===== config.mk =====
export PLATFORM = sky130hd
export DESIGN_NAME = compass_heading_flat
export DESIGN_NICKNAME = d
export VERILOG_FILES = /design/src/sv/ch_pkg.sv /design/src/sv/ch_ifs.sv /design/src/sv/ch_pre.sv /design/src/sv/ch_cordic_cell.sv /design/src/sv/ch_post.sv /design/src/sv/compass_heading.sv /design/src/flat_wrapper.sv
export VERILOG_INCLUDE_DIRS = /design/src /design/src/sv
export SDC_FILE = /design/constraint.sdc
export NUM_CORES = 2
export LEC_CHECK = 0
export BUFFER_PORTS_ARGS = -buffer_cell sky130_fd_sc_hd__buf_2
export CAP_MARGIN = 5
export CORE_MARGIN = 10
export CORE_UTILIZATION = 45
export CTS_BUF_LIST = sky130_fd_sc_hd__clkbuf_8
export DETAILED_ROUTE_END_ITERATION = 12
export SYNTH_ARGS = -nofsm -noshare
export SYNTH_HDL_FRONTEND = slang
export SYNTH_SLANG_ARGS = --single-unit

===== constraint.sdc =====
create_clock -name clk -period 10.7 [get_ports clk]
set_clock_uncertainty 0.05 [all_clocks]
set_input_delay 2.14 -clock clk [delete_from_list [all_inputs] [get_ports clk]]
set_output_delay 2.14 -clock clk [all_outputs]
set_load 0.01 [all_outputs]

===== src/sv/compass_heading_defines.svh =====
// Assertion macros used by the compass heading top level.
`ifndef COMPASS_HEADING_DEFINES_SVH
`define COMPASS_HEADING_DEFINES_SVH

// Same-cycle implication, disabled while reset is asserted.
`define CH_ASSERT_IMPL(label, clk, rst_n, ante, cons, msg) \
    label: assert property (@(posedge clk) disable iff (!rst_n) (ante) |-> (cons)) \
        else $error(msg);

// Next-cycle implication, disabled while reset is asserted.
`define CH_ASSERT_NEXT(label, clk, rst_n, ante, cons, msg) \
    label: assert property (@(posedge clk) disable iff (!rst_n) (ante) |=> (cons)) \
        else $error(msg);

`endif


===== src/sv/ch_pkg.sv =====
// Types, widths and constants of the compass heading block.
package ch_pkg;

    localparam int SAMPLE_W         = 16;
    localparam int HEADING_W        = 16;
    localparam int XY_W             = 35;
    localparam int Z_W              = 25;
    localparam int H_W              = 18;
    localparam int ANGLE_TABLE_LEN  = 24;
    localparam int CORDIC_STEPS_DEF = 16;

    localparam logic signed [Z_W-1:0] QUARTER_FINE = 25'sd2949120;
    localparam logic signed [H_W-1:0] FULL_TURN    = 18'sd46080;

    // atan(2^-i) in units of 1/32768 degree.
    localparam logic signed [Z_W-1:0] ATAN_FINE [ANGLE_TABLE_LEN] = '{
        25'sd1474560, 25'sd870484, 25'sd459940, 25'sd233473,
        25'sd117189,  25'sd58652,  25'sd29333,  25'sd14667,
        25'sd7334,    25'sd3667,   25'sd1833,   25'sd917,
        25'sd458,     25'sd229,    25'sd115,    25'sd57,
        25'sd29,      25'sd14,     25'sd7,      25'sd4,
        25'sd2,       25'sd1,      25'sd0,      25'sd0
    };

    typedef struct packed {
        logic signed [XY_W-1:0] cx;
        logic signed [XY_W-1:0] cy;
        logic signed [Z_W-1:0]  z;
        logic                   zero;
    } cordic_t;

endpackage


===== src/sv/ch_ifs.sv =====
// Handshake interfaces for samples, headings and the declination write.
interface ch_sample_if;
    import ch_pkg::*;
    logic                       valid;
    logic                       ready;
    logic signed [SAMPLE_W-1:0] x_sample;
    logic signed [SAMPLE_W-1:0] y_sample;
    modport source (output valid, output x_sample, output y_sample, input ready);
    modport sink   (input valid, input x_sample, input y_sample, output ready);
endinterface

interface ch_heading_if;
    import ch_pkg::*;
    logic                 valid;
    logic                 ready;
    logic [HEADING_W-1:0] heading;
    modport source (output valid, output heading, input ready);
    modport sink   (input valid, input heading, output ready);
endinterface

interface ch_cfg_if;
    import ch_pkg::*;
    logic                       valid;
    logic                       ready;
    logic signed [SAMPLE_W-1:0] declination;
    modport source (output valid, output declination, input ready);
    modport sink   (input valid, input declination, output ready);
endinterface


===== src/sv/ch_pre.sv =====
// Input stage: scales a sample and turns the left half plane into the right one.
module ch_pre (
    input  logic                               clk,
    input  logic                               rst_n,
    input  logic                               up_valid,
    input  logic signed [ch_pkg::SAMPLE_W-1:0] x_sample,
    input  logic signed [ch_pkg::SAMPLE_W-1:0] y_sample,
    output logic                               up_ready,
    input  logic                               down_ready,
    output logic                               valid_reg,
    output ch_pkg::cordic_t                    data_reg
);
    import ch_pkg::*;

    logic                   valid_next;
    cordic_t                data_next;
    logic signed [XY_W-1:0] cx0;
    logic signed [XY_W-1:0] cy0;

    assign up_ready = !valid_reg || down_ready;

    always_comb
    begin
        cx0 = {{(XY_W-2*SAMPLE_W){x_sample[SAMPLE_W-1]}}, x_sample, {SAMPLE_W{1'b0}}};
        cy0 = {{(XY_W-2*SAMPLE_W){y_sample[SAMPLE_W-1]}}, y_sample, {SAMPLE_W{1'b0}}};
        data_next.zero = (x_sample == '0) && (y_sample == '0);
        if (!x_sample[SAMPLE_W-1])
        begin
            data_next.cx = cx0;
            data_next.cy = cy0;
            data_next.z  = '0;
        end
        else if (!y_sample[SAMPLE_W-1])
        begin
            data_next.cx = cy0;
            data_next.cy = -cx0;
            data_next.z  = QUARTER_FINE;
        end
        else
        begin
            data_next.cx = -cy0;
            data_next.cy = cx0;
            data_next.z  = -QUARTER_FINE;
        end
        valid_next = up_ready ? up_valid : valid_reg;
    end

    always_ff @(posedge clk or negedge rst_n)
    begin
        if (!rst_n)
        begin
            valid_reg <= 1'b0;
        end
        else
        begin
            valid_reg <= valid_next;
        end
    end

    always_ff @(posedge clk)
    begin
        if (up_valid && up_ready)
        begin
            data_reg <= data_next;
        end
    end

endmodule


===== src/sv/ch_cordic_cell.sv =====
// One CORDIC vectoring step with a fixed shift, registered.
module ch_cordic_cell #(
    parameter int SHIFT = 0
) (
    input  logic            clk,
    input  logic            rst_n,
    input  logic            up_valid,
    input  ch_pkg::cordic_t up_data,
    output logic            up_ready,
    input  logic            down_ready,
    output logic            valid_reg,
    output ch_pkg::cordic_t data_reg
);
    import ch_pkg::*;

    logic                   valid_next;
    cordic_t                data_next;
    logic signed [XY_W-1:0] dx;
    logic signed [XY_W-1:0] dy;
    logic                   rot_neg;

    assign up_ready = !valid_reg || down_ready;

    always_comb
    begin
        dx      = up_data.cy >>> SHIFT;
        dy      = up_data.cx >>> SHIFT;
        rot_neg = !up_data.cy[XY_W-1];
        data_next.zero = up_data.zero;
        if (rot_neg)
        begin
            data_next.cx = up_data.cx + dx;
            data_next.cy = up_data.cy - dy;
            data_next.z  = up_data.z + ATAN_FINE[SHIFT];
        end
        else
        begin
            data_next.cx = up_data.cx - dx;
            data_next.cy = up_data.cy + dy;
            data_next.z  = up_data.z - ATAN_FINE[SHIFT];
        end
        valid_next = up_ready ? up_valid : valid_reg;
    end

    always_ff @(posedge clk or negedge rst_n)
    begin
        if (!rst_n)
        begin
            valid_reg <= 1'b0;
        end
        else
        begin
            valid_reg <= valid_next;
        end
    end

    always_ff @(posedge clk)
    begin
        if (up_valid && up_ready)
        begin
            data_reg <= data_next;
        end
    end

endmodule


===== src/sv/ch_post.sv =====
// Output stages: rounding, declination add, wrap to one turn and saturation.
module ch_post (
    input  logic                               clk,
    input  logic                               rst_n,
    input  logic                               up_valid,
    input  ch_pkg::cordic_t                    up_data,
    input  logic signed [ch_pkg::SAMPLE_W-1:0] declination,
    output logic                               up_ready,
    input  logic                               down_ready,
    output logic                               out_valid,
    output logic [ch_pkg::HEADING_W-1:0]       heading
);
    import ch_pkg::*;

    logic                        sum_valid_reg;
    logic                        sum_valid_next;
    logic signed [H_W-1:0]       sum_reg;
    logic signed [H_W-1:0]       sum_next;
    logic                        head_valid_reg;
    logic                        head_valid_next;
    logic [HEADING_W-1:0]        head_reg;
    logic [HEADING_W-1:0]        head_next;
    logic                        sum_ready;
    logic signed [Z_W-1:0]       z_round;
    logic signed [Z_W-9:0]       angle;
    logic signed [H_W-1:0]       wrapped;

    assign sum_ready = !head_valid_reg || down_ready;
    assign up_ready  = !sum_valid_reg || sum_ready;
    assign out_valid = head_valid_reg;
    assign heading   = head_reg;

    // Round the fine angle to 1/128 degree; the zero vector reads as 0.
    always_comb
    begin
        z_round  = up_data.z + Z_W'(128);
        angle    = up_data.zero ? '0 : z_round[Z_W-1:8];
        sum_next = H_W'(angle) + H_W'(declination);
        sum_valid_next = up_ready ? up_valid : sum_valid_reg;
    end

    always_comb
    begin
        if (sum_reg < 0)
        begin
            wrapped = sum_reg + FULL_TURN;
        end
        else if (sum_reg > FULL_TURN)
        begin
            wrapped = sum_reg - FULL_TURN;
        end
        else
        begin
            wrapped = sum_reg;
        end
        if (wrapped < 0)
        begin
            head_next = '0;
        end
        else if (wrapped > FULL_TURN)
        begin
            head_next = HEADING_W'(FULL_TURN);
        end
        else
        begin
            head_next = wrapped[HEADING_W-1:0];
        end
        head_valid_next = sum_ready ? sum_valid_reg : head_valid_reg;
    end

    always_ff @(posedge clk or negedge rst_n)
    begin
        if (!rst_n)
        begin
            sum_valid_reg  <= 1'b0;
            head_valid_reg <= 1'b0;
        end
        else
        begin
            sum_valid_reg  <= sum_valid_next;
            head_valid_reg <= head_valid_next;
        end
    end

    always_ff @(posedge clk)
    begin
        if (up_valid && up_ready)
        begin
            sum_reg <= sum_next;
        end
        if (sum_valid_reg && sum_ready)
        begin
            head_reg <= head_next;
        end
    end

endmodule


===== src/sv/compass_heading.sv =====
// Compass heading top level: CORDIC atan2 cell chain plus declination and wrap.
//
//   channel  role  beat payload
//   -------  ----  -----------------------------------------------
//   sample   sink  x_sample, y_sample (signed 16 bit raw readings)
//   result   src   heading (unsigned 16 bit, 1/128 degree, 0..46080)
//   cfg      sink  declination (signed 16 bit, 1/128 degree)
//
// One sample is accepted per cycle unless every stage is full and the result is
// stalled; a heading passes one input stage, one cell per CORDIC step and two
// output stages. Every stage holds its own valid bit, so bubbles close up and a
// stalled result only stops new samples once every stage is full. Reset empties
// the pipeline and sets the declination to 0. cfg is always ready.
module compass_heading #(
    parameter int CORDIC_STEPS = ch_pkg::CORDIC_STEPS_DEF
) (
    input  logic            clk,
    input  logic            rst_n,
    ch_sample_if.sink       sample,
    ch_heading_if.source    result,
    ch_cfg_if.sink          cfg
);
    import ch_pkg::*;
    `include "compass_heading_defines.svh"

    logic                       stage_valid [CORDIC_STEPS+1];
    cordic_t                    stage_data  [CORDIC_STEPS+1];
    logic                       take        [CORDIC_STEPS+2];
    logic signed [SAMPLE_W-1:0] decl_reg;

    assign cfg.ready = 1'b1;

    always_ff @(posedge clk or negedge rst_n)
    begin
        if (!rst_n)
        begin
            decl_reg <= '0;
        end
        else if (cfg.valid)
        begin
            decl_reg <= cfg.declination;
        end
    end

    ch_pre u_pre (
        .clk        (clk),
        .rst_n      (rst_n),
        .up_valid   (sample.valid),
        .x_sample   (sample.x_sample),
        .y_sample   (sample.y_sample),
        .up_ready   (take[0]),
        .down_ready (take[1]),
        .valid_reg  (stage_valid[0]),
        .data_reg   (stage_data[0])
    );

    assign sample.ready = take[0];

    for (genvar k = 0; k < CORDIC_STEPS; k++)
    begin : g_cell
        ch_cordic_cell #(
            .SHIFT (k)
        ) u_cell (
            .clk        (clk),
            .rst_n      (rst_n),
            .up_valid   (stage_valid[k]),
            .up_data    (stage_data[k]),
            .up_ready   (take[k+1]),
            .down_ready (take[k+2]),
            .valid_reg  (stage_valid[k+1]),
            .data_reg   (stage_data[k+1])
        );
    end

    ch_post u_post (
        .clk         (clk),
        .rst_n       (rst_n),
        .up_valid    (stage_valid[CORDIC_STEPS]),
        .up_data     (stage_data[CORDIC_STEPS]),
        .declination (decl_reg),
        .up_ready    (take[CORDIC_STEPS+1]),
        .down_ready  (result.ready),
        .out_valid   (result.valid),
        .heading     (result.heading)
    );

    `CH_ASSERT_IMPL(a_heading_range, clk, rst_n, result.valid,
        result.heading <= HEADING_W'(FULL_TURN), "heading beyond one full turn")
    `CH_ASSERT_IMPL(a_stall_only_when_blocked, clk, rst_n, !sample.ready,
        result.valid && !result.ready, "sample stalled while the output drains")
    `CH_ASSERT_NEXT(a_decl_written, clk, rst_n, cfg.valid && cfg.ready,
        decl_reg == $past(cfg.declination), "declination write lost")

endmodule


===== src/flat_wrapper.sv =====
// flat-port wrapper written by rule: the top's interface ports become plain ports
module compass_heading_flat import ch_pkg::*;
#(
    parameter int CORDIC_STEPS = ch_pkg::CORDIC_STEPS_DEF
)
  (clk, rst_n, sample_valid, sample_x_sample, sample_y_sample, sample_ready, result_valid, result_heading, result_ready, cfg_valid, cfg_declination, cfg_ready);
  ch_sample_if sample_i ();
  ch_heading_if result_i ();
  ch_cfg_if cfg_i ();
  input  logic clk;
  input  logic rst_n;
  input wire logic [$bits(sample_i.valid)-1:0] sample_valid;
  input wire logic [$bits(sample_i.x_sample)-1:0] sample_x_sample;
  input wire logic [$bits(sample_i.y_sample)-1:0] sample_y_sample;
  output wire logic [$bits(sample_i.ready)-1:0] sample_ready;
  output wire logic [$bits(result_i.valid)-1:0] result_valid;
  output wire logic [$bits(result_i.heading)-1:0] result_heading;
  input wire logic [$bits(result_i.ready)-1:0] result_ready;
  input wire logic [$bits(cfg_i.valid)-1:0] cfg_valid;
  input wire logic [$bits(cfg_i.declination)-1:0] cfg_declination;
  output wire logic [$bits(cfg_i.ready)-1:0] cfg_ready;
  assign sample_i.valid = sample_valid;
  assign sample_i.x_sample = sample_x_sample;
  assign sample_i.y_sample = sample_y_sample;
  assign sample_ready = sample_i.ready;
  assign result_valid = result_i.valid;
  assign result_heading = result_i.heading;
  assign result_i.ready = result_ready;
  assign cfg_i.valid = cfg_valid;
  assign cfg_i.declination = cfg_declination;
  assign cfg_ready = cfg_i.ready;
  compass_heading #(.CORDIC_STEPS(CORDIC_STEPS)) u_core (.clk(clk), .rst_n(rst_n), .sample(sample_i), .result(result_i), .cfg(cfg_i));
endmodule

# [After elaboration in Yosys (flattened, before gate mapping)]
# Index checks and enable logic that the tools add are counted.
[word_totals] inputBits=53 ff_bits=1596 word_cells=275
[op_classes] muxes=22 n_lt_le_gt_ge=4 n_reduce_logical=63 n_bitwise=1 add_sub_neg=95
[op_table] operator="95-bit 2-to-1 mux" n=14
[op_table] operator="91-bit 2-to-1 mux" n=2
[op_table] operator="35-bit by 22-bit adder with 35-bit output" n=2
[op_table] operator="35-bit by 23-bit adder with 35-bit output" n=2
[op_table] operator="35-bit by 24-bit adder with 35-bit output" n=2
[op_table] operator="35-bit by 25-bit adder with 35-bit output" n=2
[op_table] operator="35-bit by 26-bit adder with 35-bit output" n=2
[op_table] operator="35-bit by 27-bit adder with 35-bit output" n=2
[op_table] operator="35-bit by 28-bit adder with 35-bit output" n=2
[op_table] operator="35-bit by 29-bit adder with 35-bit output" n=2
[op_table] operator="35-bit by 30-bit adder with 35-bit output" n=2
[op_table] operator="35-bit by 31-bit adder with 35-bit output" n=2
[op_table] operator="35-bit by 32-bit adder with 35-bit output" n=2
[op_table] operator="35-bit by 33-bit adder with 35-bit output" n=2
[op_table] operator="35-bit by 34-bit adder with 35-bit output" n=2
[op_table] operator="32-bit negation with 35-bit output" n=2
[op_table] operator="35-bit by 22-bit subtractor with 35-bit output" n=2
[op_table] operator="35-bit by 23-bit subtractor with 35-bit output" n=2
[op_table] operator="35-bit by 24-bit subtractor with 35-bit output" n=2
[op_table] operator="35-bit by 25-bit subtractor with 35-bit output" n=2
[op_table] operator="35-bit by 26-bit subtractor with 35-bit output" n=2
[op_table] operator="35-bit by 27-bit subtractor with 35-bit output" n=2
[op_table] operator="35-bit by 28-bit subtractor with 35-bit output" n=2
[op_table] operator="35-bit by 29-bit subtractor with 35-bit output" n=2
[op_table] operator="58 further kinds" n=125

# [Logic depth before layout (Yosys ltp)]
[logic_depth] ltp_word=21 mapped_depth=22 depth_no_buf=21

# [Hierarchy]
# From an unflattened synthesis, not the netlist that was laid out.
[hier_totals] hier_cells=15964 area_unflattened_um2=147527.7
[by_module_without_submodules] module="ch_cordic_cell (u_core.g_cell[4].u_cell)" n_inst=1 seq_area_each_um2=2907.8 cells_each=1038 area_each_um2=9271.4
[by_module_without_submodules] module="ch_cordic_cell (u_core.g_cell[0].u_cell)" n_inst=1 seq_area_each_um2=2877.8 cells_each=1044 area_each_um2=9233.9
[by_module_without_submodules] module="ch_cordic_cell (u_core.g_cell[3].u_cell)" n_inst=1 seq_area_each_um2=2907.8 cells_each=1003 area_each_um2=9026.2
[by_module_without_submodules] module="ch_cordic_cell (u_core.g_cell[10].u_cell)" n_inst=1 seq_area_each_um2=2907.8 cells_each=979 area_each_um2=8921.1
[by_module_without_submodules] module="ch_cordic_cell (u_core.g_cell[2].u_cell)" n_inst=1 seq_area_each_um2=2907.8 cells_each=955 area_each_um2=8872.3
[by_module_without_submodules] module="ch_cordic_cell (u_core.g_cell[1].u_cell)" n_inst=1 seq_area_each_um2=2907.8 cells_each=954 area_each_um2=8839.7
[by_module_without_submodules] module="ch_cordic_cell (u_core.g_cell[8].u_cell)" n_inst=1 seq_area_each_um2=2907.8 cells_each=974 area_each_um2=8807.2
[by_module_without_submodules] module="ch_cordic_cell (u_core.g_cell[11].u_cell)" n_inst=1 seq_area_each_um2=2907.8 cells_each=970 area_each_um2=8797.2
[by_module_without_submodules] module="ch_cordic_cell (u_core.g_cell[5].u_cell)" n_inst=1 seq_area_each_um2=2907.8 cells_each=943 area_each_um2=8778.4
[by_module_without_submodules] module="ch_cordic_cell (u_core.g_cell[9].u_cell)" n_inst=1 seq_area_each_um2=2907.8 cells_each=923 area_each_um2=8767.2
[by_module_without_submodules] module="ch_cordic_cell (u_core.g_cell[7].u_cell)" n_inst=1 seq_area_each_um2=2907.8 cells_each=931 area_each_um2=8738.4
[by_module_without_submodules] module="ch_cordic_cell (u_core.g_cell[12].u_cell)" n_inst=1 seq_area_each_um2=2907.8 cells_each=957 area_each_um2=8723.4
[by_module_without_submodules] module="ch_cordic_cell (u_core.g_cell[6].u_cell)" n_inst=1 seq_area_each_um2=2907.8 cells_each=932 area_each_um2=8679.6
[by_module_without_submodules] module="ch_cordic_cell (u_core.g_cell[14].u_cell)" n_inst=1 seq_area_each_um2=2907.8 cells_each=941 area_each_um2=8667.1
[by_module_without_submodules] module="5 more rows"

# [Worst setup path after synthesis]
# No wires, ideal clock.
[synth_path] path_type="in2reg" from="input port result_ready" to="register u_core.g_cell[9].u_cell.data_reg[0] in the netlist's numbering (enable)" arrival_ns=9.469 path_buffers=0 path_slack_ns=0.487 setup_ns=0.694 path_stages=6 path_cell_list="nor2b_1 nand3_1 nor2_1 nand3_1 nor2_1 a21boi_0"
[synth_via] elab_chain_len=10
[synth_lines] element="start: declaration" line="flat_wrapper.sv:18" source="input wire logic [$bits(result_i.ready)-1:0] result_ready;"
[synth_lines] element="1-bit logical OR" line="ch_post.sv:28" source="assign sum_ready = !head_valid_reg || down_ready;"
[synth_lines] element="1-bit logical OR" line="ch_post.sv:29" source="assign up_ready = !sum_valid_reg || sum_ready;"
[synth_lines] element="1-bit logical OR (7 in series)" line="ch_cordic_cell.sv:22" source="assign up_ready = !valid_reg || down_ready;"
[synth_lines] element="1-bit logical AND" line="ch_cordic_cell.sv:59" source="if (up_valid && up_ready)"
[synth_lines] element="end signal: assignment" line="ch_cordic_cell.sv:61" source="data_reg <= data_next;"
[synth_lines] element="end: declaration" line="ch_cordic_cell.sv:12" source="output ch_pkg::cordic_t data_reg"
# Every way passes these cells.
# A chain may end at the register's enable or synchronous reset.

# [Worst setup path after layout]
[layout_path] from="input port result_ready" to="output port sample_ready"
[layout_via] elab_chain_len=19
[layout_lines] element="1-bit logical OR" line="ch_post.sv:28"
[layout_lines] element="1-bit logical OR" line="ch_post.sv:29"
[layout_lines] element="1-bit logical OR (16 in series)" line="ch_cordic_cell.sv:22"
[layout_lines] element="1-bit logical OR" line="ch_pre.sv:20" source="assign up_ready = !valid_reg || down_ready;"
[layout_lines] element="end: declaration" line="flat_wrapper.sv:15" source="output wire logic [$bits(sample_i.ready)-1:0] sample_ready;"
# Every way passes these cells.

==> summary.md <==
| Metric | Value |
|---|---|
| Highest achievable clock rate | 135 MHz |
| Sequential fraction of the synthesis area | 36.4% |
| Tightest Hold Check Type | flip-flop to flip-flop |
| Placed wire-length estimate after detailed placement | 231000 um |
| H-tree depth | 4 |
| Number of buffers created by CTS | 230 |
| Summed negative setup slack over all endpoints | 0 ns |
| Total Wirelength | 289000 um |
| Startpoint-to-endpoint class of the critical path | input port to output pin |
| Clock-pin slew on the worst setup and hold paths | 0.06 ns |
| Largest register FFs | 1202 |
| Row count | 179 |
| Post-CTS repair timing setup buffer count | 0 |
| Mapped Cells | 11200 |
| Share of synthesized registers carrying an async set or reset | 2.67% |
| Cell taking the most area after synthesis | edfxtp_1 |
| Layout cells sized above 1 | 5.24% |
| Number of failing hold endpoints at the final stage | 0 |
| Most common library cell in the layout ignoring fill and taps | edfxtp_1 |
| Final weighted congestion of routability-driven global placement | 0.920 |
| Resized Gates After CTS | 0 |
| Setup-violating endpoint count in the final report | 0 |
| Main flop type after synthesis | edfxtp_1 |
| Routed wirelength normalized by instance count | 19.5 um |
| Total congestion overflow after global routing | 0 |
| Startpoint Class | input port |
| Netlist area before placement | 108000 um^2 |
| Post-layout nets | 12800 |
| Met3 track utilization from global routing | 2.98% |
| Number of sinks driven by the clock tree | 1313 |
| All-Layer GR Usage | 21.5% |
| Root Buffer | clkbuf_8 |
| Period utilization | 69.0% |
| Chip width | 510 um |
| Effective utilization at floorplan | 45.3% |
| Vertical die dimension | 510 um |
| Met1 track demand over resource in global routing | 29.7% |
| Top cells by area in the synthesized netlist | edfxtp_1 (36%), ha_1 (14%), xnor2_1 (9.0%) |
| DRT Pass-1 Iters | 7 |
| Synthesis warning total | 0 |
| DIE AREA | 260000 um^2 |
| Time the final worst path needs with I/O delays and setup | 7.39 ns |
| Outcome | completed |
| Pin count of the biggest net entering global routing | 82 |
| Area of the core region | 238000 um^2 |
| Vias in the first global route | 81100 |
| Max clock buf depth | 3 |
| Remaining DRCs | 0 |
| IO buf count | 70 |
| Fraction of post-synthesis cell area in the top cell type by area | 35.6% |
| Global routing's busiest layer | met2 |
| Most used cells in the layout excluding fill and tap cells | edfxtp_1 (1278), ha_1 (1232), nor2_1 (1177) |
| Global routing usage on met2 | 35.1% |
| Wire length of the first global-routing pass | 452000 um |
| Measured slew at the worst slew-check pin | 1.37 ns |
| Antenna Nets Post-Route | 0 |
| Detail-routed via count per cell | 5.72 |
| Count of flip-flops with a built-in enable after synthesis | 1278 |
| I/O Pins | 72 |
| Average size of a mapped cell | 9.59 um^2 |
| Number of DRC markers after the initial detailed-route iteration | 6641 |
| Minimum setup slack among reg-to-reg paths | 4.97 ns |
| Cell variety after synth | 92 |
| CTS tree | built |
| Max-cap check violation count | 0 |
| CP max FO | 6 |
| RSZ-0062 raised after global routing | no |
| Filler cell count | 22000 |
| Required time worst endpoint | 8.51 ns |
| Number of storage elements in the synthesis netlist | 1313 |
| Critical path endpoint category | output pin |
| Number of antenna violations at the first check in global routing | 9 |
| Arr. time, crit path | 5.20 ns |
| Slew Limit Fails | 0 |
| Worst slew slack as a fraction of its limit | 7.69% |
| Detailed-route via count | 84700 |
| Hold bufs inserted after CTS | 0 |
| Area Growth Syn to Fin | 8.44% |
| Latest clock arrival within the worst-skew pair | 1.01 ns |
critical path, cell delays in order:
cell and delay, ns:
buf_2 0.11, nor2b_1 0.27, nand3_1 0.17, nor2_1 0.79, nand2_1 0.22, nor4_1 0.67
nand3_1 0.25, inv_1 0.15, nand4_1 0.20, buf_2 0.21
layer usage:
| layer | vias to the layer above | wire (um) |
|---|---|---|
| met3 | 419 | 14300 |
| met4 | 0 | 9070 |
| met1 | 40500 | 135000 |
| met2 | 2002 | 131000 |
| met5 | - | 0 |
| li1 | 41700 | - |
worst paths after layout:
path	startpoint	cells after the start	to
max reg2reg	u_core.g_cell[11].u_cell.data_reg[60]	14	u_core.g_cell[12].u_cell.data_reg[94]
max	result_ready	10	sample_ready
min in group asynchronous	rst_n	1	u_core.decl_reg[10]
min reg2reg	u_core.g_cell[14].u_cell.data_reg[0]	0	u_core.g_cell[15].u_cell.data_reg[0]
max in group asynchronous	rst_n	1	u_core.g_cell[2].u_cell.valid_reg
min	u_core.g_cell[14].u_cell.data_reg[0]	0	u_core.g_cell[15].u_cell.data_reg[0]
cell usage after synthesis, drive strengths merged, types with 60 or more instances:
| master | number |
|---|---|
| and3 | 107 |
| edfxtp | 1278 |
| a31oi | 133 |
| a21oi | 1149 |
| nand2 | 559 |
| clkbuf | 122 |
| ha | 1232 |
| xnor2 | 1113 |
| o21ai | 473 |
| or3 | 87 |
| xor2 | 546 |
| a211oi | 75 |
| nor4 | 79 |
| and2 | 98 |
| nand2b | 167 |
| nand3 | 184 |
| o21a | 162 |
| o31ai | 60 |
| nor3 | 300 |
| nor2b | 165 |
| nor2 | 1177 |
| inv | 532 |
| a21o | 447 |
| o21bai | 154 |
| nand4 | 72 |
stage by stage:
step / std cells / hold WS [ns] / utilization (%) / cell area (um^2) / worst slack (ns)
finish: 14800 / 0.370 / 49.1 / 117000 / 3.31
global route: 14800 / 0.379 / 49.1 / 117000 / 2.97
CTS: 14800 / 0.369 / 49.1 / 117000 / 3.19
detailed placement: 14400 / 0.355 / 47.1 / 112000 / 3.19
global placement: 14400 / 0.355 / 47.1 / 112000 / 3.06
floorplan: 11200 / 0.350 / - / 108000 / 0.487
cells by family after synthesis:
family                   Yosys count  share of synthesized area (%)
multiplexers                      69                          0.688
AND/OR/NAND/NOR                 3165                           14.0
buffers and inverters            687                           2.40
flip-flops                      1313                           36.4
AO/OA/AOI/OAI                   3077                           18.1
adder cells (fa/ha/maj)         1267                           14.9
other                              2                        0.00696
XOR/XNOR                        1659                           13.5
area by class of cell:
cell class	count	area, um^2	area share, %
Timing Repair Buffer	124	756	0.646
Tap cell	3167	3960	3.39
Antenna cell	9	22.5	0.0193
Multi-Input combinational cell	9241	66100	56.5
Clock inverter	185	1560	1.34
Sequential cell	1313	39300	33.6
Clock buffer	238	3280	2.80
Inverter	536	2010	1.72
Power is not shown: default switching activity piles up to over one toggle a cycle in this logic, so the estimate is an artifact.
